**config.mk**
```make
export PLATFORM = sky130hd
export DESIGN_NAME = tilt_front
export DESIGN_NICKNAME = d
export VERILOG_FILES = /design/src/rtl/tilt_angle_from_accel_assert.svh /design/src/rtl/tilt_pkg.sv /design/src/rtl/tilt_front.sv
export SDC_FILE = /design/constraint.sdc
export NUM_CORES = 1
export LEC_CHECK = 0
export BUFFER_PORTS_ARGS = -buffer_cell sky130_fd_sc_hd__buf_2
export CAP_MARGIN = 20
export CORE_MARGIN = 2
export CORE_UTILIZATION = 59
export CTS_CLUSTER_SIZE = 28
export DETAILED_ROUTE_END_ITERATION = 12
export GPL_ROUTABILITY_DRIVEN = 1
export PLACE_DENSITY = 0.83
export SLEW_MARGIN = 20
export SYNTH_ARGS = -nofsm -noshare
export SYNTH_HDL_FRONTEND = slang
export SYNTH_SLANG_ARGS = --single-unit
```
**constraint.sdc**
```tcl
create_clock -name clock -period 6.15 [get_ports clock]
set_input_delay 0 -clock clock [delete_from_list [all_inputs] [get_ports clock]]
set_output_delay 0 -clock clock [all_outputs]
set_load 0.1 [all_outputs]
```
**src/rtl/tilt_angle_from_accel_assert.svh**
```systemverilog
// assertion macros shared by the tilt angle rtl
`ifndef TILT_ANGLE_FROM_ACCEL_ASSERT_SVH
`define TILT_ANGLE_FROM_ACCEL_ASSERT_SVH

// same-cycle implication
`define TILT_ASSERT_NOW(lbl, clk, rst, ante, cons) \
   lbl: assert property (@(posedge clk) disable iff (rst) (ante) |-> (cons)) \
      else $error("tilt assertion failed");

// next-cycle implication
`define TILT_ASSERT_NEXT(lbl, clk, rst, ante, cons) \
   lbl: assert property (@(posedge clk) disable iff (rst) (ante) |=> (cons)) \
      else $error("tilt assertion failed");

`endif

```
**src/rtl/tilt_pkg.sv**
```systemverilog
// types, constants and codes for the tilt angle block
package tilt_pkg;

   localparam int SAMPLE_W    = 16;
   localparam int ANGLE_W     = 17;
   localparam int CSR_W       = 15;
   localparam int CSR_IDX_W   = 1;

   localparam int NORM_W      = 20;
   localparam int ROOT_W      = 24;
   localparam int AT_W        = 26;
   localparam int ANG_W       = 20;
   localparam int DIVD_W      = 40;
   localparam int DIVS_W      = 24;
   localparam int DIV_BITS    = 2;
   localparam int DIV_CYCLES  = DIVD_W / DIV_BITS;

   localparam int QUEUE_DEPTH_DEF = 2;
   localparam int SQRT_STEPS_DEF  = 3;

   localparam int Q_FRAC          = 16;
   localparam int NORM_MAX        = 524287;
   localparam int NORM_MIN_MAG    = 524288;
   localparam int ATAN_C1         = 12865;
   localparam int ATAN_C2         = 64337;
   localparam int QTR_PI_Q        = 51472;
   localparam int THREE_QTR_PI_Q  = 154416;
   localparam int PI_Q            = 205887;
   localparam int HALF_TURN_OUT   = 46080;
   localparam int THRESH_RESET    = 64;
   localparam int CPG_RESET       = 16384;

   // floor(HALF_TURN_OUT * 2^32 / PI_Q), estimate is exact or one low
   localparam int     DEG_SHIFT   = 32;
   localparam longint DEG_RECIP   = (longint'(HALF_TURN_OUT) << DEG_SHIFT) / longint'(PI_Q);

   typedef enum logic [CSR_IDX_W-1:0] {
      CSR_CHANGE_THRESHOLD = 1'b0,
      CSR_G_SCALE          = 1'b1
   } tilt_csr_type;

   typedef enum logic [3:0] {
      S_IDLE,
      S_NORM_DIV,
      S_NORM_WAIT,
      S_SQ_Y,
      S_SQ_Z,
      S_SQRT_DIV,
      S_SQRT_WAIT,
      S_AT_DIV,
      S_AT_WAIT,
      S_AT_R2,
      S_AT_T,
      S_AT_TR,
      S_DEG_MUL,
      S_DEG_REM,
      S_DEG_FIX,
      S_OUT
   } tilt_state_type;

   typedef struct packed {
      logic signed [SAMPLE_W-1:0] x;
      logic signed [SAMPLE_W-1:0] y;
      logic signed [SAMPLE_W-1:0] z;
      logic                       changed;
   } tilt_item_type;

   typedef struct packed {
      logic empty;
      logic full;
   } tilt_qstat_type;

endpackage

```
**src/rtl/tilt_front.sv**
```systemverilog
// front end: takes samples and flags whether the angles must be recomputed
module tilt_front (
   input  logic                              clock,
   input  logic                              reset,
   input  logic                              req_valid,
   output logic                              req_stall,
   input  logic signed [tilt_pkg::SAMPLE_W-1:0] req_accel_x,
   input  logic signed [tilt_pkg::SAMPLE_W-1:0] req_accel_y,
   input  logic signed [tilt_pkg::SAMPLE_W-1:0] req_accel_z,
   input  logic [tilt_pkg::CSR_W-1:0]        change_threshold,
   input  tilt_pkg::tilt_qstat_type          qstat,
   output logic                              push,
   output tilt_pkg::tilt_item_type           item
);
   import tilt_pkg::*;

   logic signed [SAMPLE_W-1:0] last_x_ff, last_x_in;
   logic signed [SAMPLE_W-1:0] last_y_ff, last_y_in;
   logic signed [SAMPLE_W-1:0] last_z_ff, last_z_in;

   logic signed [SAMPLE_W:0] dx, dy, dz;
   logic [SAMPLE_W:0]        mx, my, mz;
   logic [SAMPLE_W:0]        th;
   logic                     changed;

   always_comb begin
      dx = (SAMPLE_W+1)'(req_accel_x) - (SAMPLE_W+1)'(last_x_ff);
      dy = (SAMPLE_W+1)'(req_accel_y) - (SAMPLE_W+1)'(last_y_ff);
      dz = (SAMPLE_W+1)'(req_accel_z) - (SAMPLE_W+1)'(last_z_ff);
      mx = dx[SAMPLE_W] ? (SAMPLE_W+1)'(-dx) : (SAMPLE_W+1)'(dx);
      my = dy[SAMPLE_W] ? (SAMPLE_W+1)'(-dy) : (SAMPLE_W+1)'(dy);
      mz = dz[SAMPLE_W] ? (SAMPLE_W+1)'(-dz) : (SAMPLE_W+1)'(dz);
      th = (SAMPLE_W+1)'(change_threshold);
      changed = (mx >= th) || (my >= th) || (mz >= th);
   end

   assign req_stall    = qstat.full;
   assign push         = req_valid && !qstat.full;
   assign item.x       = req_accel_x;
   assign item.y       = req_accel_y;
   assign item.z       = req_accel_z;
   assign item.changed = changed;

   always_comb begin
      last_x_in = last_x_ff;
      last_y_in = last_y_ff;
      last_z_in = last_z_ff;
      if (push && changed) begin
         last_x_in = req_accel_x;
         last_y_in = req_accel_y;
         last_z_in = req_accel_z;
      end
   end

   always_ff @(posedge clock) begin
      if (reset) begin
         last_x_ff <= '0;
         last_y_ff <= '0;
         last_z_ff <= '0;
      end else begin
         last_x_ff <= last_x_in;
         last_y_ff <= last_y_in;
         last_z_ff <= last_z_in;
      end
   end

endmodule

```
After elaboration in Yosys (flattened, before gate mapping):

Index checks and enable logic that the tools add are counted.

* register bits: 48
* logic and storage cells: 20
* input port bits: 68
* output and inout bits: 51

* magnitude comparators: 3
* add/subtract/negate cells: 6
* reductions and logical operators: 5
* multiplexer cells: 3

Operators by type and width (count)
* >= comparator 17 x 15 -> 1 bit: 3
* 2-to-1 mux 17 bit: 3
* negation 17 bit: 3
* subtractor 16 x 16 -> 17 bit: 3
* logical AND 1 bit: 2
* logical OR 1 bit: 2
* logical NOT 1 bit: 1

Depth between registers and ports, before layout:

* depth after elaboration: 7
* gate-level depth with buffers: 26

Worst setup path after synthesis:

OpenSTA, ideal clock, no wires.

* path kind: flip-flop to flip-flop
* from: register last_y_ff[0]
* to: register last_x_ff[0]
* slack: 1228 ps
* required time: 6030 ps
* buffers on the path: 2
* clock period less this slack: 4922 ps
* arrival time: 4802 ps
* stages on the path, launching flop included: 24
* cell sequence: dfxtp_1 > ha_1 > fa_1 > nand2b_1 > a21oi_1 > xnor2_1 > or4b_1 > or3_4 > nor2_1 > a31oi_1 > xor2_1 > ha_1 > a21o_1 > a21o_1 > a21oi_1 > o22ai_1 > nor3_1 > o311a_1 > o211ai_1 > a211oi_1 > a41oi_2 > buf_6 > buf_6 > mux2i_1

* longest elaborated chain between the ends: 7

Ends and longest elaborated chain
* start: declaration: RTL line tilt_front.sv:18 `logic signed [SAMPLE_W-1:0] last_y_ff, last_y_in;`
* start signal: assignment: RTL line tilt_front.sv:62 `last_y_ff <= last_y_in;`
* subtractor 16 x 16 -> 17 bit (*): RTL line tilt_front.sv:28 `dy = (SAMPLE_W+1)'(req_accel_y) - (SAMPLE_W+1)'(last_y_ff);`
* negation 17 bit: RTL line tilt_front.sv:31 `my = dy[SAMPLE_W] ? (SAMPLE_W+1)'(-dy) : (SAMPLE_W+1)'(dy);`
* 2-to-1 mux 17 bit (*): RTL line tilt_front.sv:31
* >= comparator 17 x 15 -> 1 bit (*): RTL line tilt_front.sv:34 `changed = (mx >= th) || (my >= th) || (mz >= th);`
* logical OR 1 bit (*) (2 in a row): RTL line tilt_front.sv:34
* logical AND 1 bit (*): RTL line tilt_front.sv:48 `if (push && changed) begin`
* end signal: assignment: RTL line tilt_front.sv:61 `last_x_ff <= last_x_in;`
* end: declaration: RTL line tilt_front.sv:17 `logic signed [SAMPLE_W-1:0] last_x_ff, last_x_in;`

Every way passes the cells marked *; elsewhere a longest branch is shown, timed or not.
A chain may end at the register's enable or synchronous reset.

Worst setup path after layout:

* from: input port req_accel_y[0] (netlist bit)
* to: register last_x_ff[2]

* longest elaborated chain between the ends: 7

Ends and longest elaborated chain
* start: declaration: RTL line tilt_front.sv:8 `input logic signed [tilt_pkg::SAMPLE_W-1:0] req_accel_y,`
* subtractor 16 x 16 -> 17 bit (*): RTL line tilt_front.sv:28
* negation 17 bit: RTL line tilt_front.sv:31
* 2-to-1 mux 17 bit (*): RTL line tilt_front.sv:31
* >= comparator 17 x 15 -> 1 bit (*): RTL line tilt_front.sv:34
* logical OR 1 bit (*) (2 in a row): RTL line tilt_front.sv:34
* logical AND 1 bit (*): RTL line tilt_front.sv:48

Marked as above.

==> impl_metrics.ini <==
[status]
outcome = finished with violations
violations = negative hold slack

[yosys]
ys_top_cells_by_area = ha_1 17%, dfxtp_1 13%, nand2b_1 9.2%
synth_area_mm2 = 0.00728
yosysTopAreaCell = ha_1
syn_inst = 942
synth_cell_types = 71
syn_area_per_cell_um2 = 7.72
async_reset_ff_share_pct = 0
syn_nets = 1109
synth_top_cell_area_share_pct = 16.5
synth.top_cells.by_count = 107 x nand2b_1, 96 x ha_1, 76 x inv_1, 60 x a21oi_1, 52 x nor2_1
ys_warn_count = 0
ys_seq_area_share_pct = 13.2
ys_ff_latch = 48
synth.most_common_cell = nand2b_1
synth_flop_cell = dfxtp_1
synth-edff-count = 0

[worst_setup_path]
worstReg2RegStart = last_y_ff[0]$_SDFFE_PP0P_
cp.arrival_ns = 5.78
crit_required_ns = 6.31
start_kind = primary input
cp-end-kind = flip-flop
rr_endpoint = last_x_ff[2]$_SDFFE_PP0P_
critical_path_class = in2reg
cp_max_fo = 29
r2r_setup_slack_ns = 0.61
reg2regPathDepth = 23

[timing]
whs_ns = -0.00505
worst_slew_pin_slew_ns = 0.630
fin_skew_ns = 0.0136
rsz0062_at_grt = no
fin_crit_sh_pct = 91.3
maxSlewViolCount = 0
fin_crit_ns = 5.61
finalSetupTns_ns = 0
hold_viol_final = 1
relSlewSlack_pct = 57.3
setup_viol = 0
fmax_ghz = 0.178

[global_routing]
busiest_layer = met2
grt_pass1_vias = 6130
use_met3_pct = 3.32
use_met2_pct = 44.7
grt_start_max_net_pins = 97
grt_pass1_wl_um = 27000
met1_usage_pct = 29.7
grtUsageTotal_pct = 24.6
overflow = 0
antenna_found_initial = 0

[clock_tree]
clockBufferDepth = 2
cts_tree = done
cts_sinks = 48
ctsResizeCount = 0
cts_buffers = 5
htree_num_levels = 2
cts.clk_slew.worst_paths_ns = 0.07
cts_root_buffer = clkbuf_16
post-cts-setup-buffers = 0
insertion_delay_ns = 0.31
cts-hold-fix-buffers = 44

[detailed_routing]
vias = 6682
first_iter_violations = 330
first_pass_iters = 5
wl_per_cell_um = 13.7
antenna_left = 0
drcViolationCount = 0
wirelength_um = 16200
post_drt_via_cell_ratio = 5.66

[power_and_ir_drop]
pwr-share-comb_pct = 60.6
p_leak_nw = 3.61
intPower_w = 0.000966
pwr-share-clk_pct = 19.8
power_per_cell_area_mw_per_mm2 = 213
vdd_drop_max_mv = 0.159
p_seq_share_pct = 19.6
switching_share_pct = 44.6
p_switching_w = 0.000777

[die]
dieHeight_um = 115
rows = 40
fp.coreArea_mm2 = 0.0120
initial_core_util_pct = 60.6
io-pin-count = 119
die_w_um = 115
dieArea_mm2 = 0.0132

[hold_path]
min_to = last_z_ff[6]$_SDFFE_PP0P_
hold_depth = 3
min_path_type = in2reg
min_from = req_accel_z[6]

[finish]
final_core_util_pct = 68.3
area_delta_synth_final_pct = 12.7
fillCellCount = 988
diodes = 0
drive_gt1_share_pct = 14.3
layout.nets = 1200

[job]
cap_viol_max_count = 0

[placement]
io_buffers = 117
place.gp.congestion = 0.909
hpwl_um = 12100
-- power groups by stage --
stage	logic (W)	registers [W]	clock network, W
2_1_floorplan	0.000849	0.000346	0
3_3_place_gp	0.000996	0.000348	0
3_5_place_dp	0.00102	0.000348	0
4_1_cts	0.00105	0.000341	0.000353
5_1_grt	0.00117	0.000344	0.000369
6_report	0.00106	0.000342	0.000346
-- logic make-up (layout without fill, tap and decap cells) --
group	Yosys count	in the layout	share of synthesized area, %
AND/OR/NAND/NOR	303	303	22.8
buffers and inverters	157	249	11.0
AO/OA/AOI/OAI	212	212	19.9
adder cells (fa/ha/maj)	99	99	17.3
flip-flops	48	48	13.2
XOR/XNOR	70	70	8.43
multiplexers	53	53	7.34
-- cells in the final DEF (no fill, tap or decap), drive strengths merged, types with 4 or more instances in the layout --
master,instances
nor4,7
o31ai,5
or2,5
o21a,8
xor2,22
a221oi,5
xnor2,48
nand4,11
o21ai,34
dfxtp,48
or3,5
nand3,17
o2111ai,6
o22ai,5
nor2b,14
a21o,30
nand2b,107
a211oi,10
nor2,52
clkbuf,7
mux2i,50
o31a,4
inv,76
o211ai,5
a31oi,8
dlygate4sd3,44
and3,8
nand2,47
ha,96
nor3,14
buf,121
a21oi,60
-- through the flow --
stage               setup slack, ns  std cells  area (um2)  hold WS [ns]  power [W]
detailed placement            0.666       1129        7570         0.292    0.00137
global placement              0.833       1129        7570         0.281    0.00134
floorplan                      1.23        942        7280         0.155    0.00120
global route                  0.149       1181        8200        0.0158    0.00188
CTS                           0.547       1181        8190       0.00167    0.00174
finish                        0.535       1181        8200      -0.00505    0.00174
-- metal layers --
metal | wire, um | vias up
met5 | 0 | -
met4 | 351 | 0
met3 | 534 | 30
met2 | 8020 | 151
met1 | 7260 | 3048
li1 | - | 3453
-- how the worst max path moves through the flow --
stage	start	end	slack, ns	cells past startpoint
5_1_grt	last_x_ff[4]$_SDFFE_PP0P_	last_x_ff[5]$_SDFFE_PP0P_	0.15	22
6_report	req_accel_y[0]	last_x_ff[2]$_SDFFE_PP0P_	0.54	26
3_5_place_dp	last_y_ff[0]$_SDFFE_PP0P_	last_x_ff[2]$_SDFFE_PP0P_	0.67	23
4_1_cts	req_accel_y[0]	last_x_ff[2]$_SDFFE_PP0P_	0.55	26
2_1_floorplan	last_y_ff[0]$_SDFFE_PP0P_	last_x_ff[0]$_SDFFE_PP0P_	1.23	23
3_3_place_gp	last_y_ff[4]$_SDFFE_PP0P_	last_x_ff[14]$_SDFFE_PP0P_	0.83	22
-- worst max-delay path, cell delays in order --
cell and delay [ns]:
dlygate4sd3_1 0.51, buf_2 0.12, inv_1 0.05, ha_1 0.20, fa_1 0.41, nand2b_1 0.19, a211oi_1 0.30, o21ai_0 0.19
o21ai_0 0.36, o221ai_1 0.21, a31oi_1 0.50, nor2_1 0.11, xnor2_1 0.16, ha_1 0.31, a21o_1 0.18, a21o_1 0.17
a211oi_1 0.26, o21ai_0 0.15, nand3_1 0.10, o311a_1 0.17, o211ai_1 0.09, a211oi_1 0.23, buf_4 0.17, a41oi_4 0.11
buf_4 0.32, mux2i_1 0.19
-- final cells by class --
cell class | count | area [um2] | area share, %
Multi-Input combinational cell | 737 | 5530 | 67.4
Timing Repair Buffer | 165 | 1060 | 12.9
Sequential cell | 48 | 961 | 11.7
Inverter | 76 | 285 | 3.48
Tap cell | 147 | 184 | 2.24
Clock buffer | 7 | 153 | 1.86
Clock inverter | 1 | 30.0 | 0.366
-- flip-flops by register name, indices dropped and copies added, names as in the netlist --
register and cells:
last_x_ff 16, last_y_ff 16, last_z_ff 16
Power figures use the tool's default switching activity.
