File: config.mk
export PLATFORM = sky130hd
export DESIGN_NAME = tilt_queue
export DESIGN_NICKNAME = d
export VERILOG_FILES = /design/src/rtl/tilt_angle_from_accel_assert.svh /design/src/rtl/tilt_pkg.sv /design/src/rtl/tilt_queue.sv
export SDC_FILE = /design/constraint.sdc
export NUM_CORES = 1
export LEC_CHECK = 0
export BUFFER_PORTS_ARGS = -buffer_cell sky130_fd_sc_hd__buf_4
export CAP_MARGIN = 10
export CORE_MARGIN = 2
export CORE_UTILIZATION = 55
export DETAILED_ROUTE_END_ITERATION = 7
export PLACE_DENSITY = 0.83
export SLEW_MARGIN = 20
export SYNTH_ARGS = -nofsm -noshare
export SYNTH_HDL_FRONTEND = slang
export SYNTH_SLANG_ARGS = --single-unit
File: constraint.sdc
create_clock -name clock -period 4.6 [get_ports clock]
set_input_delay 0.69 -clock clock [delete_from_list [all_inputs] [get_ports clock]]
set_output_delay 0.69 -clock clock [all_outputs]
set_load 0.03 [all_outputs]
File: src/rtl/tilt_angle_from_accel_assert.svh
// assertion macros shared by the tilt angle rtl
`ifndef TILT_ANGLE_FROM_ACCEL_ASSERT_SVH
`define TILT_ANGLE_FROM_ACCEL_ASSERT_SVH

// same-cycle implication
`define TILT_ASSERT_NOW(lbl, clk, rst, ante, cons) \
   lbl: assert property (@(posedge clk) disable iff (rst) (ante) |-> (cons)) \
      else $error("tilt assertion failed");

// next-cycle implication
`define TILT_ASSERT_NEXT(lbl, clk, rst, ante, cons) \
   lbl: assert property (@(posedge clk) disable iff (rst) (ante) |=> (cons)) \
      else $error("tilt assertion failed");

`endif

File: src/rtl/tilt_pkg.sv
// types, constants and codes for the tilt angle block
package tilt_pkg;

   localparam int SAMPLE_W    = 16;
   localparam int ANGLE_W     = 17;
   localparam int CSR_W       = 15;
   localparam int CSR_IDX_W   = 1;

   localparam int NORM_W      = 20;
   localparam int ROOT_W      = 24;
   localparam int AT_W        = 26;
   localparam int ANG_W       = 20;
   localparam int DIVD_W      = 40;
   localparam int DIVS_W      = 24;
   localparam int DIV_BITS    = 2;
   localparam int DIV_CYCLES  = DIVD_W / DIV_BITS;

   localparam int QUEUE_DEPTH_DEF = 2;
   localparam int SQRT_STEPS_DEF  = 3;

   localparam int Q_FRAC          = 16;
   localparam int NORM_MAX        = 524287;
   localparam int NORM_MIN_MAG    = 524288;
   localparam int ATAN_C1         = 12865;
   localparam int ATAN_C2         = 64337;
   localparam int QTR_PI_Q        = 51472;
   localparam int THREE_QTR_PI_Q  = 154416;
   localparam int PI_Q            = 205887;
   localparam int HALF_TURN_OUT   = 46080;
   localparam int THRESH_RESET    = 64;
   localparam int CPG_RESET       = 16384;

   // floor(HALF_TURN_OUT * 2^32 / PI_Q), estimate is exact or one low
   localparam int     DEG_SHIFT   = 32;
   localparam longint DEG_RECIP   = (longint'(HALF_TURN_OUT) << DEG_SHIFT) / longint'(PI_Q);

   typedef enum logic [CSR_IDX_W-1:0] {
      CSR_CHANGE_THRESHOLD = 1'b0,
      CSR_G_SCALE          = 1'b1
   } tilt_csr_type;

   typedef enum logic [3:0] {
      S_IDLE,
      S_NORM_DIV,
      S_NORM_WAIT,
      S_SQ_Y,
      S_SQ_Z,
      S_SQRT_DIV,
      S_SQRT_WAIT,
      S_AT_DIV,
      S_AT_WAIT,
      S_AT_R2,
      S_AT_T,
      S_AT_TR,
      S_DEG_MUL,
      S_DEG_REM,
      S_DEG_FIX,
      S_OUT
   } tilt_state_type;

   typedef struct packed {
      logic signed [SAMPLE_W-1:0] x;
      logic signed [SAMPLE_W-1:0] y;
      logic signed [SAMPLE_W-1:0] z;
      logic                       changed;
   } tilt_item_type;

   typedef struct packed {
      logic empty;
      logic full;
   } tilt_qstat_type;

endpackage

File: src/rtl/tilt_queue.sv
// short queue of classified samples between front and back
module tilt_queue #(
   parameter int DEPTH = tilt_pkg::QUEUE_DEPTH_DEF
) (
   input  logic                    clock,
   input  logic                    reset,
   input  logic                    push,
   input  tilt_pkg::tilt_item_type item,
   input  logic                    pop,
   output tilt_pkg::tilt_item_type head,
   output tilt_pkg::tilt_qstat_type qstat
);
   import tilt_pkg::*;

   localparam int PTR_W = (DEPTH > 1) ? $clog2(DEPTH) : 1;
   localparam int CNT_W = $clog2(DEPTH + 1);

   tilt_item_type     mem_ff [DEPTH];
   logic [PTR_W-1:0]  wr_ff, wr_in;
   logic [PTR_W-1:0]  rd_ff, rd_in;
   logic [CNT_W-1:0]  cnt_ff, cnt_in;

   always_comb begin
      wr_in  = wr_ff;
      rd_in  = rd_ff;
      cnt_in = cnt_ff;
      if (push) begin
         wr_in = (wr_ff == PTR_W'(DEPTH - 1)) ? '0 : wr_ff + 1'b1;
      end
      if (pop) begin
         rd_in = (rd_ff == PTR_W'(DEPTH - 1)) ? '0 : rd_ff + 1'b1;
      end
      if (push && !pop) begin
         cnt_in = cnt_ff + 1'b1;
      end else if (pop && !push) begin
         cnt_in = cnt_ff - 1'b1;
      end
   end

   always_ff @(posedge clock) begin
      if (reset) begin
         wr_ff  <= '0;
         rd_ff  <= '0;
         cnt_ff <= '0;
      end else begin
         wr_ff  <= wr_in;
         rd_ff  <= rd_in;
         cnt_ff <= cnt_in;
      end
      if (push) begin
         mem_ff[wr_ff] <= item;
      end
   end

   assign head        = mem_ff[rd_ff];
   assign qstat.empty = (cnt_ff == '0);
   assign qstat.full  = (cnt_ff == CNT_W'(DEPTH));

endmodule

; Word level (Yosys, flattened, before mapping)
; Memories as Yosys holds them, arrays and structs flattened. A register that Yosys moved wholly into a read port is not among the register bits.
; Index checks and enable logic that the tools add are counted.
; W data, S select, Z words.
[totals]
regBits = 4
ramBits = 98
in_bits = 53
out_inout_bits = 51
word_cells = 23
n_memories = 1
[classes]
add_sub_neg = 4
eq_ne = 1
mux = 8
reduce_logical = 6
[memory_table]
columns = name, depth, word_bits, read_ports, rd_ports_with_merged_regs, write_ports, line_no
row1 = mem_ff, 2, 49, 1, 1, 1, tilt_queue.sv:18  ; tilt_item_type mem_ff [DEPTH];
[op_table]
columns = op, count
row1 = $mux W1, 6
row2 = $mux W2, 2
row3 = $add A1 B1 Y1 const B, 2
row4 = $add A2 B1 Y2 const B, 1
row5 = $eq A2 B2 Y1 const B, 1
row6 = $logic_and A1 B1 Y1, 2
row7 = $logic_not A1 Y1, 2
row8 = $logic_not A2 Y1, 1
row9 = $reduce_bool A2 Y1, 1
row10 = $sub A2 B1 Y2 const B, 1

; Longest topological paths before layout
; Gate-level depths: netlist of the first run.
[logic_depth]
depth_word = 4
ltp_mapped = 5
mapped_depth_nobuf = 5

; Worst setup path before layout of the first run
; Ideal clock, no wire load.
[synth_path]
path_type = input to register
start = input push
end = memory mem_ff[0][0] in the netlist's numbering, enable pin
t_arrival_ns = 2.864
required_ns = 4.138
slack_ns = 1.275
path_stages = 1
path_buffers = 0
cell_sequence = nor2b_1
[synth_between]
elab_chain_len = 2
[synth_rtl]
columns = element, line_no
row1 = "start, declared", tilt_queue.sv:7  ; input logic push,
row2 = $mux W1, tilt_queue.sv:50  ; if (push) begin
row3 = $mux W1 (implied by the code), tilt_queue.sv:51  ; mem_ff[wr_ff] <= item;
row4 = "end, declared", tilt_queue.sv:18
; Every way passes these cells.

==> out/metrics.cfg, run 1 <==
[global_routing]
grt_pass1_vias=2029
grt_pass1_wl_um=9600
grt_start_max_net_pins=50
antenna_found_initial=0
grt-ovfl-total=0
grt.total_usage=0.173

[placed_design]
place_inst=354
dpl.hpwl_um=4180
pre_cts_slack_ps=2410
gp_congestion=0.668
place.port_buffers=103

[cells_and_area]
nets=339
final_cell_mix=buf_4, edfxtp_1, mux2_2, clkbuf_8, nor2_1
register_area_um2=3050
fillers=441
fin_cells=370
multiInputGateArea_um2=664
antenna_cells=0
final_util=0.721
final_common_cell=buf_4
drive_gt1_frac=0.593
syn_to_final_growth_pct=28.8

[sta]
fin_crit_ps=2430
timing.final.crit_share=0.529
fin_setup_tns_ps=0
setup_violations=0
postLayoutSetupSlackWorst_ps=2170
drv_slew=0
rsz0062_at_grt=false
whs_ps=517
finalHoldViolCount=0
max_slew_margin=0.557
fmax_mhz=411
clock_skew_ps=9.63
tightest_slew_ps=665

[clock_network]
clk_pin_slew_ps=100
hold_buffers=0
clk_latency_ps=350
post_cts_buffers=0
cts_tree=yes
numCtsBuffers=9
cts.sinks=103
cts_buffer_depth=2
clock-root-buffer=clkbuf_8
htree_levels=3
post_cts_resized=0

[worst_hold_path]
hp-class=primary input to register

[critical_path]
endpoint_kind=output pin
arrival_ps=1740
cp_slowest_cell=dfxtp_4
crit_type=register to output pin
critical_path.startpoint_type=register
cp_num_buf_inv=1
path_max_fanout=49
cp_cell_sequence=mux2_2 > buf_4
critical_path.top_delay_family=flip-flops
crit_required_ps=3910
max_stage_delay_ps=800

[power_and_ir_drop]
clkPwrFrac=0.291
comb_power_share=0.160
cellPowerDensity_nw_per_um2=424
switchingPower_uw=502
p_int_uw=1540
peakVddDrop_v=0.000279
switching_share=0.246
p_leak_uw=0.00181
seq_power_share=0.549

[flow_run]
drv_cap=0

[yosys]
yosys_warnings=0
synth_nets=228
synth_xor_area_frac=0.00937
synth-simple-area-share=0.0124
synth-compound-area-share=0.00268
synthCells=174
synth-adder-area-share=0.00335
synthMuxAreaShare=0.148
synth.avg_cell_area_um2=21.5
synth_top_family_by_area=multiplexers
yosysUniqueCellTypes=16
syn_area_um2=3740
synth_seq_area_share=0.814
ys_ff_latch=103

[floorplanning]
rows=30
core_area_um2=6680
initial_utilization=0.560
dieArea_um2=7480
die_h_um=86.5
io_pins=104
die_x_um=86.5

[route]
wl_per_cell_um=17.1
vias=1916
drc=0
routed_wl_um=6350
viasPerCell=5.18
drt-pass1-iter-count=4
drt_iter0_markers=81
drtAntennaViolNets=0

[run_status]
status=complete, no violations

cell type report:
type	count	share of cell area
Clock buffer	10	0.0265
Clock inverter	6	0.0177
Inverter	1	0.000779
Multi-Input combinational cell	65	0.138
Sequential cell	103	0.633
Tap cell	80	0.0208
Timing Repair Buffer	105	0.164
power groups by stage:
stage          registers (uW)  logic, uW  clock network [uW]
2_1_floorplan            1130        212                   0
3_3_place_gp             1140        325                   0
3_5_place_dp             1150        330                   0
4_1_cts                  1120        331                 608
5_1_grt                  1130        344                 647
6_report                 1120        327                 594
Yosys cell counts, drive strengths merged:
| cell type | count | share of area |
|---|---|---|
| edfxtp | 98 | 0.79 |
| mux2 | 49 | 0.15 |
| buf | 5 | 0.010 |
| dfxtp | 5 | 0.027 |
| nor2 | 5 | 0.0050 |
| xnor2 | 2 | 0.0047 |
| xor2 | 2 | 0.0047 |
| a21oi | 1 | 0.0013 |
| and2 | 1 | 0.0017 |
| and2b | 1 | 0.0023 |
| ha | 1 | 0.0033 |
| inv | 1 | 0.0010 |
| nor2b | 1 | 0.0017 |
| o21ai | 1 | 0.0013 |
| or3 | 1 | 0.0017 |
stage by stage:
stage	instance area (um2)	total power [uW]
finish	4820	2040
detailed placement	4600	1480
global placement	4600	1470
CTS	4820	2060
global route	4820	2120
floorplan	3740	1340
final timing paths:
check	from	cells after the start	endpoint	slack [ps]
worst max-delay path	register	2	head[18]	2170
worst min-delay path	item[10]	1	mem_ff[1][10]$_DFFE_PP_	520
worst min register to register	rd_ff$_SDFFE_PP0P_	2	register	520
worst max register to register	wr_ff$_SDFFE_PP0P_	2	mem_ff[1][15]$_DFFE_PP_	2840
worst register-to-register path, delay by kind of cell (launching register included):
family        cells  cell delay [ps]
simple gates      1              510
buf+inv           1              470
flops             1              420
state kept, by name (all words and copies together), names as in the netlist, named ones only:
signal,cells
wr_ff,1
rd_ff,1
cnt_ff,2
mem_ff,98
cells by family after synthesis:
kind of cell | after synthesis
flops | 103
simple gates | 9
compound gates | 2
xor+xnor | 4
fa+ha+maj | 1
buf+inv | 6
mux | 49
per-layer routing:
metal,track usage,part of all wire
met3,0.0486,0.060
met4,0.0682,0.018
met1,0.207,0.40
met2,0.298,0.52
met5,0,0
Power figures use the tool's default switching activity.
==> inputs of run 2 (changes only) <==
--- a/config.mk
+++ b/config.mk
@@ -8,9 +8,9 @@
 export BUFFER_PORTS_ARGS = -buffer_cell sky130_fd_sc_hd__buf_4
 export CAP_MARGIN = 10
 export CORE_MARGIN = 2
-export CORE_UTILIZATION = 55
+export CORE_UTILIZATION = 51
 export DETAILED_ROUTE_END_ITERATION = 7
-export PLACE_DENSITY = 0.83
+export PLACE_DENSITY = 0.78
 export SLEW_MARGIN = 20
 export SYNTH_ARGS = -nofsm -noshare
 export SYNTH_HDL_FRONTEND = slang
==> constraint.sdc (replaced) <==
create_clock -name clock -period 2.27 [get_ports clock]
set_input_delay 0.3405 -clock clock [delete_from_list [all_inputs] [get_ports clock]]
set_output_delay 0.3405 -clock clock [all_outputs]
set_load 0.03 [all_outputs]
==> run 2 against run 1 <==
Compared with the run above: non-clock buffer count increased by 3; sequential cell count unchanged; combinational power increased by 120%; sequential share of layout area decreased by 0.64 points; via count increased by 0.84%; critical path type unchanged; critical endpoint unchanged; highest routed layer unchanged.
==> out/metrics.cfg, run 2 (synthesized netlist as in run 1, its figures left out) <==
[critical_path]
critical_path.startpoint_type=register  ; unchanged
critical_path.top_delay_family=buffers and inverters  ; was flip-flops
cp_num_buf_inv=2  ; was 1
path_max_fanout=27  ; was 49
max_stage_delay_ps=400  ; was 800 ps
cp_slowest_cell=mux2_2  ; was dfxtp_4
crit_type=register to output pin  ; unchanged
rr_startpoint=wr_ff$_SDFFE_PP0P_  ; unchanged
crit_path_frequent_cell=buf_4
arrival_ps=1590  ; was 1740 ps
crit_required_ps=1930  ; was 3910 ps
endpoint_kind=output pin  ; unchanged
cp_cell_sequence=buf_4 > mux2_2 > buf_4  ; was mux2_2 > buf_4

[clock_network]
clk_pin_slew_ps=100  ; about the same
cts_buffer_depth=2  ; unchanged
htree_levels=3  ; unchanged
cts.sinks=103  ; unchanged
numCtsBuffers=9  ; unchanged
clock-root-buffer=clkbuf_8  ; unchanged
clk_latency_ps=350  ; about the same
hold_buffers=0  ; unchanged
post_cts_buffers=0  ; unchanged
cts_tree=yes  ; unchanged
post_cts_resized=0  ; unchanged

[cells_and_area]
final_util=0.677  ; was 0.721
drive_gt1_frac=0.604  ; was 0.593
top_register=mem_ff  ; unchanged
antenna_cells=0  ; unchanged
final_cell_mix=buf_4, edfxtp_1, mux2_2, clkbuf_8, nor2_1  ; unchanged
fillers=489  ; was 441
reg.largest.list=mem_ff: 98 flops, cnt_ff: 2 flops  ; unchanged
fin_area_um2=4860  ; was 4820 um2
syn_to_final_growth_pct=30.0  ; was 28.8%
nets=342  ; was 339
final_common_cell=buf_4  ; unchanged
fin_cells=392  ; was 370
largest_register_ff_count=98  ; unchanged

[power_and_ir_drop]
peakVddDrop_v=0.000595  ; was 0.000279 V
comb_power_share=0.173  ; was 0.160
p_leak_uw=0.00183  ; was 0.00181 uW
clkPwrFrac=0.277  ; was 0.291
seq_power_share=0.550  ; was 0.549
cellPowerDensity_nw_per_um2=839  ; was 424 nW/um2
switching_share=0.255  ; was 0.246
p_int_uw=3040  ; was 1540 uW
switchingPower_uw=1040  ; was 502 uW

[global_routing]
grt_pass1_vias=1880  ; was 2,029
grt_start_max_net_pins=35  ; was 50
grt.total_usage=0.153  ; was 0.173
antenna_found_initial=0  ; unchanged
grt-ovfl-total=0  ; unchanged
grt_pass1_wl_um=8890  ; was 9600 um

[flow_run]
drv_cap=0  ; unchanged

[route]
wl_per_cell_um=15.6  ; was 17.1 um
vias=1932  ; was 1,916
drc=0  ; unchanged
drt_iter0_markers=122  ; was 81
viasPerCell=4.93  ; was 5.18
drt-pass1-iter-count=4  ; unchanged
drtAntennaViolNets=0  ; unchanged
routed_wl_um=6130  ; was 6350 um

[placed_design]
gp_congestion=0.715  ; was 0.668
place_inst=376  ; was 354
place.port_buffers=103  ; unchanged
dpl_cell_area_um2=4660  ; was 4600 um2
dpl.hpwl_um=4100  ; was 4180 um

[floorplanning]
core_area_um2=7180  ; was 6680 um2
io_pins=104  ; unchanged
dieArea_um2=8030  ; was 7480 um2
initial_utilization=0.521  ; was 0.560
die_h_um=89.6  ; was 86.5 um
rows=31  ; was 30
die_x_um=89.6  ; was 86.5 um

[sta]
fin_crit_ps=1930
drv_slew=0  ; unchanged
fmax_mhz=518
timing.final.crit_share=0.851
fin_setup_tns_ps=0  ; unchanged
tightest_slew_ps=460  ; was 665 ps
clock_skew_ps=8.45  ; was 9.63 ps
rsz0062_at_grt=false  ; unchanged
max_slew_margin=0.693  ; was 0.557
finalHoldViolCount=0  ; unchanged
setup_violations=0  ; unchanged

[worst_hold_path]
hp-class=primary input to register  ; unchanged
min_from=item[30]  ; was item[10]

[run_status]
status=complete, no violations  ; unchanged

## run 2: worst paths after layout
kind	endpoint	slack (ps)	depth (start not counted)
setup / recovery	head[18]	340	3
setup reg to reg	mem_ff[1][9]$_DFFE_PP_	820	2
hold reg to reg	cnt_ff[1]$_SDFFE_PP0P_	530	2
hold / removal	mem_ff[0][30]$_DFFE_PP_	170	1
## run 2: cell type report
cell class              count  area (um2)  area share
inverters                   1        3.75    0.000772
clock buffers               9         124      0.0255
repair buffers            108         823       0.169
well taps                  99         124      0.0255
flip-flops and latches    103        3040       0.626
multi-input cells          65         664       0.137
clock inverters             7        77.6      0.0160
## run 2: stage by stage
| step | setup WS, ps | power (uW) | hold WS, ps |
|---|---|---|---|
| final | 338 | 4080 | 167 |
| after global routing | 269 | 4230 | 143 |
| after CTS | 316 | 4110 | 150 |
| after detailed placement | 709 | 3000 | 514 |
| after global placement | 713 | 2980 | 481 |
| after floorplan | 208 | 2710 | 410 |
## run 2: per-layer routing
layer	vias up	wire, um	track usage	share of wire
met5	-	0	0	0
met4	0	57	0.0448	0.0093
met3	6	440	0.0521	0.072
met2	72	3040	0.256	0.50
met1	949	2590	0.190	0.42
li1	905	-	-	-
## run 2: power by group through the flow
stage | clock (uW) | combinational [uW] | sequential (uW)
after floorplan | 0 | 431 | 2280
after global placement | 0 | 702 | 2280
after detailed placement | 0 | 713 | 2290
after CTS | 1160 | 715 | 2240
after global routing | 1220 | 753 | 2250
final | 1130 | 705 | 2240
==> inputs of run 3 (changes only) <==
--- a/config.mk
+++ b/config.mk
@@ -10,6 +10,7 @@
 export CORE_MARGIN = 2
 export CORE_UTILIZATION = 51
 export DETAILED_ROUTE_END_ITERATION = 7
+export GPL_TIMING_DRIVEN = 0
 export PLACE_DENSITY = 0.78
 export SLEW_MARGIN = 20
 export SYNTH_ARGS = -nofsm -noshare
==> run 3 against run 2 <==
Compared with the run above: cell count is 0.51% higher; non-clock buffer count is 2 higher; combinational power is 2% higher; critical endpoint is now head[27].
==> out/metrics.cfg, run 3 (synthesized netlist as in run 1, its figures left out) <==
[run_status]
status=complete, no violations  ; unchanged

[placed_design]
place.port_buffers=103  ; unchanged
dpl.hpwl_um=4020  ; was 4100 um
gp_congestion=0.661  ; was 0.715
dpl_cell_area_um2=4700  ; was 4660 um2

[cells_and_area]
reg.largest.list=mem_ff: 98 flops, cnt_ff: 2 flops  ; unchanged
final_util=0.689  ; was 0.677
top_register=mem_ff  ; unchanged
nets=344  ; was 342
final_common_cell=buf_4  ; unchanged
largest_register_ff_count=98  ; unchanged
final_cell_mix=buf_4, edfxtp_1, mux2_2, clkbuf_8  ; was buf_4, edfxtp_1, mux2_2, clkbuf_8, nor2_1
drive_gt1_frac=0.600  ; was 0.604
antenna_cells=0  ; unchanged
syn_to_final_growth_pct=32.2  ; was 30.0%
fin_area_um2=4940  ; was 4860 um2

[critical_path]
crit_required_ps=1930  ; about the same
cp_slowest_cell=dfxtp_1  ; was mux2_2
r2r_slack_ps=850  ; was 820 ps
cp_num_buf_inv=3  ; was 2
cp_cell_sequence=buf_6 > buf_6 > mux2_2 > buf_4  ; was buf_4 > mux2_2 > buf_4
crit_path_frequent_cell=buf_6  ; was buf_4
crit_type=register to output pin  ; unchanged
critical_path.top_delay_family=buffers and inverters  ; unchanged
crit_cells=4  ; was 3
critical_path.startpoint_type=register  ; unchanged
worst_r2r_path_depth=1  ; was 2
arrival_ps=1600  ; was 1590 ps
max_stage_delay_ps=400  ; about the same
path_max_fanout=10  ; was 27
endpoint_kind=output pin  ; unchanged

[floorplanning]
io_pins=104  ; unchanged
dieArea_um2=8030  ; unchanged
die_x_um=89.6  ; unchanged
rows=31  ; unchanged
die_h_um=89.6  ; unchanged
core_area_um2=7180  ; unchanged
initial_utilization=0.521  ; unchanged

[sta]
fin_crit_ps=1940  ; was 1930 ps
max_slew_margin=0.546  ; was 0.693
rsz0062_at_grt=false  ; unchanged
tightest_slew_ps=680  ; was 460 ps
whs_ps=164  ; was 167 ps
clock_skew_ps=9.78  ; was 8.45 ps
fin_setup_tns_ps=0  ; unchanged
finalHoldViolCount=0  ; unchanged
setup_violations=0  ; unchanged
timing.final.crit_share=0.854  ; was 0.851
fmax_mhz=516  ; was 518 MHz
drv_slew=0  ; unchanged

[power_and_ir_drop]
p_leak_uw=0.00187  ; was 0.00183 uW
cellPowerDensity_nw_per_um2=871  ; was 839 nW/um2
comb_power_share=0.167  ; was 0.173
switchingPower_uw=1030  ; was 1040 uW
switching_share=0.240  ; was 0.255
peakVddDrop_v=0.000552  ; was 0.000595 V
seq_power_share=0.521  ; was 0.550
clkPwrFrac=0.312  ; was 0.277
p_int_uw=3270  ; was 3040 uW

[route]
drt_iter0_markers=77  ; was 122
drtAntennaViolNets=0  ; unchanged
routed_wl_um=6160  ; was 6130 um
vias=1913  ; was 1,932
wl_per_cell_um=15.6  ; about the same
drt-pass1-iter-count=4  ; unchanged
drc=0  ; unchanged
viasPerCell=4.86  ; was 4.93

[clock_network]
hold_buffers=0  ; unchanged
cts_tree=yes  ; unchanged
htree_levels=3  ; unchanged
cts_buffer_depth=2  ; unchanged
clk_pin_slew_ps=100  ; about the same
cts.sinks=103  ; unchanged
numCtsBuffers=9  ; unchanged
clock-root-buffer=clkbuf_8  ; unchanged
clk_latency_ps=350  ; about the same
post_cts_buffers=0  ; unchanged
post_cts_resized=0  ; unchanged

[worst_hold_path]
hold_depth=1  ; unchanged
hp-class=primary input to register  ; unchanged

[global_routing]
use_met3=0.0448  ; was 0.0521
antenna_found_initial=0  ; unchanged
grt_util_met2=0.269  ; was 0.256
grt_use_met1=0.169  ; was 0.190
busiest_layer=met2  ; unchanged
grt.total_usage=0.152  ; was 0.153
grt_start_max_net_pins=50  ; was 35
grt-ovfl-total=0  ; unchanged
grt_pass1_vias=1900  ; was 1,880
grt_pass1_wl_um=8800  ; was 8890 um

[flow_run]
drv_cap=0  ; unchanged

-- run 3: per-layer routing --
| layer | routed length (um) | share of wire | up-vias |
|---|---|---|---|
| li1 | - | - | 906 |
| met1 | 2470 | 0.40 | 929 |
| met2 | 3200 | 0.52 | 71 |
| met3 | 416 | 0.068 | 7 |
| met4 | 72 | 0.012 | 0 |
| met5 | 0 | 0 | - |
-- run 3: path summary, 6_finish.rpt --
check / from / to
setup reg to reg: wr_ff$_SDFFE_PP0P_ / mem_ff[1][28]$_DFFE_PP_
setup / recovery: register / head[27]
hold reg to reg: cnt_ff[1]$_SDFFE_PP0P_ / cnt_ff[1]$_SDFFE_PP0P_
hold / removal: item[39] / mem_ff[1][39]$_DFFE_PP_
-- run 3: per-stage QoR --
| step | power, uW | instances | setup slack [ps] |
|---|---|---|---|
| detailed placement | 3010 | 378 | 681 |
| CTS | 4340 | 394 | 278 |
| global placement | 2980 | 376 | -645 |
| floorplan | 2710 | 174 | 208 |
| finish | 4300 | 394 | 332 |
| global route | 4460 | 394 | 226 |
-- run 3: final cells by class --
| cell class | instances | area (um2) |
|---|---|---|
| Multi-Input combinational cell | 65 | 666 |
| Buffer | 5 | 37.5 |
| Clock buffer | 10 | 128 |
| Sequential cell | 103 | 3040 |
| Timing Repair Buffer | 105 | 828 |
| Tap cell | 99 | 124 |
| Clock inverter | 6 | 115 |
| Inverter | 1 | 3.75 |
| Fill cell | 502 | 2230 |
-- run 3: power groups by stage --
| stage | combinational, uW | clock (uW) | sequential (uW) |
|---|---|---|---|
| after floorplan | 431 | 0 | 2280 |
| after global placement | 698 | 0 | 2290 |
| after detailed placement | 727 | 0 | 2290 |
| after CTS | 730 | 1370 | 2240 |
| after global routing | 767 | 1440 | 2250 |
| final | 720 | 1340 | 2240 |
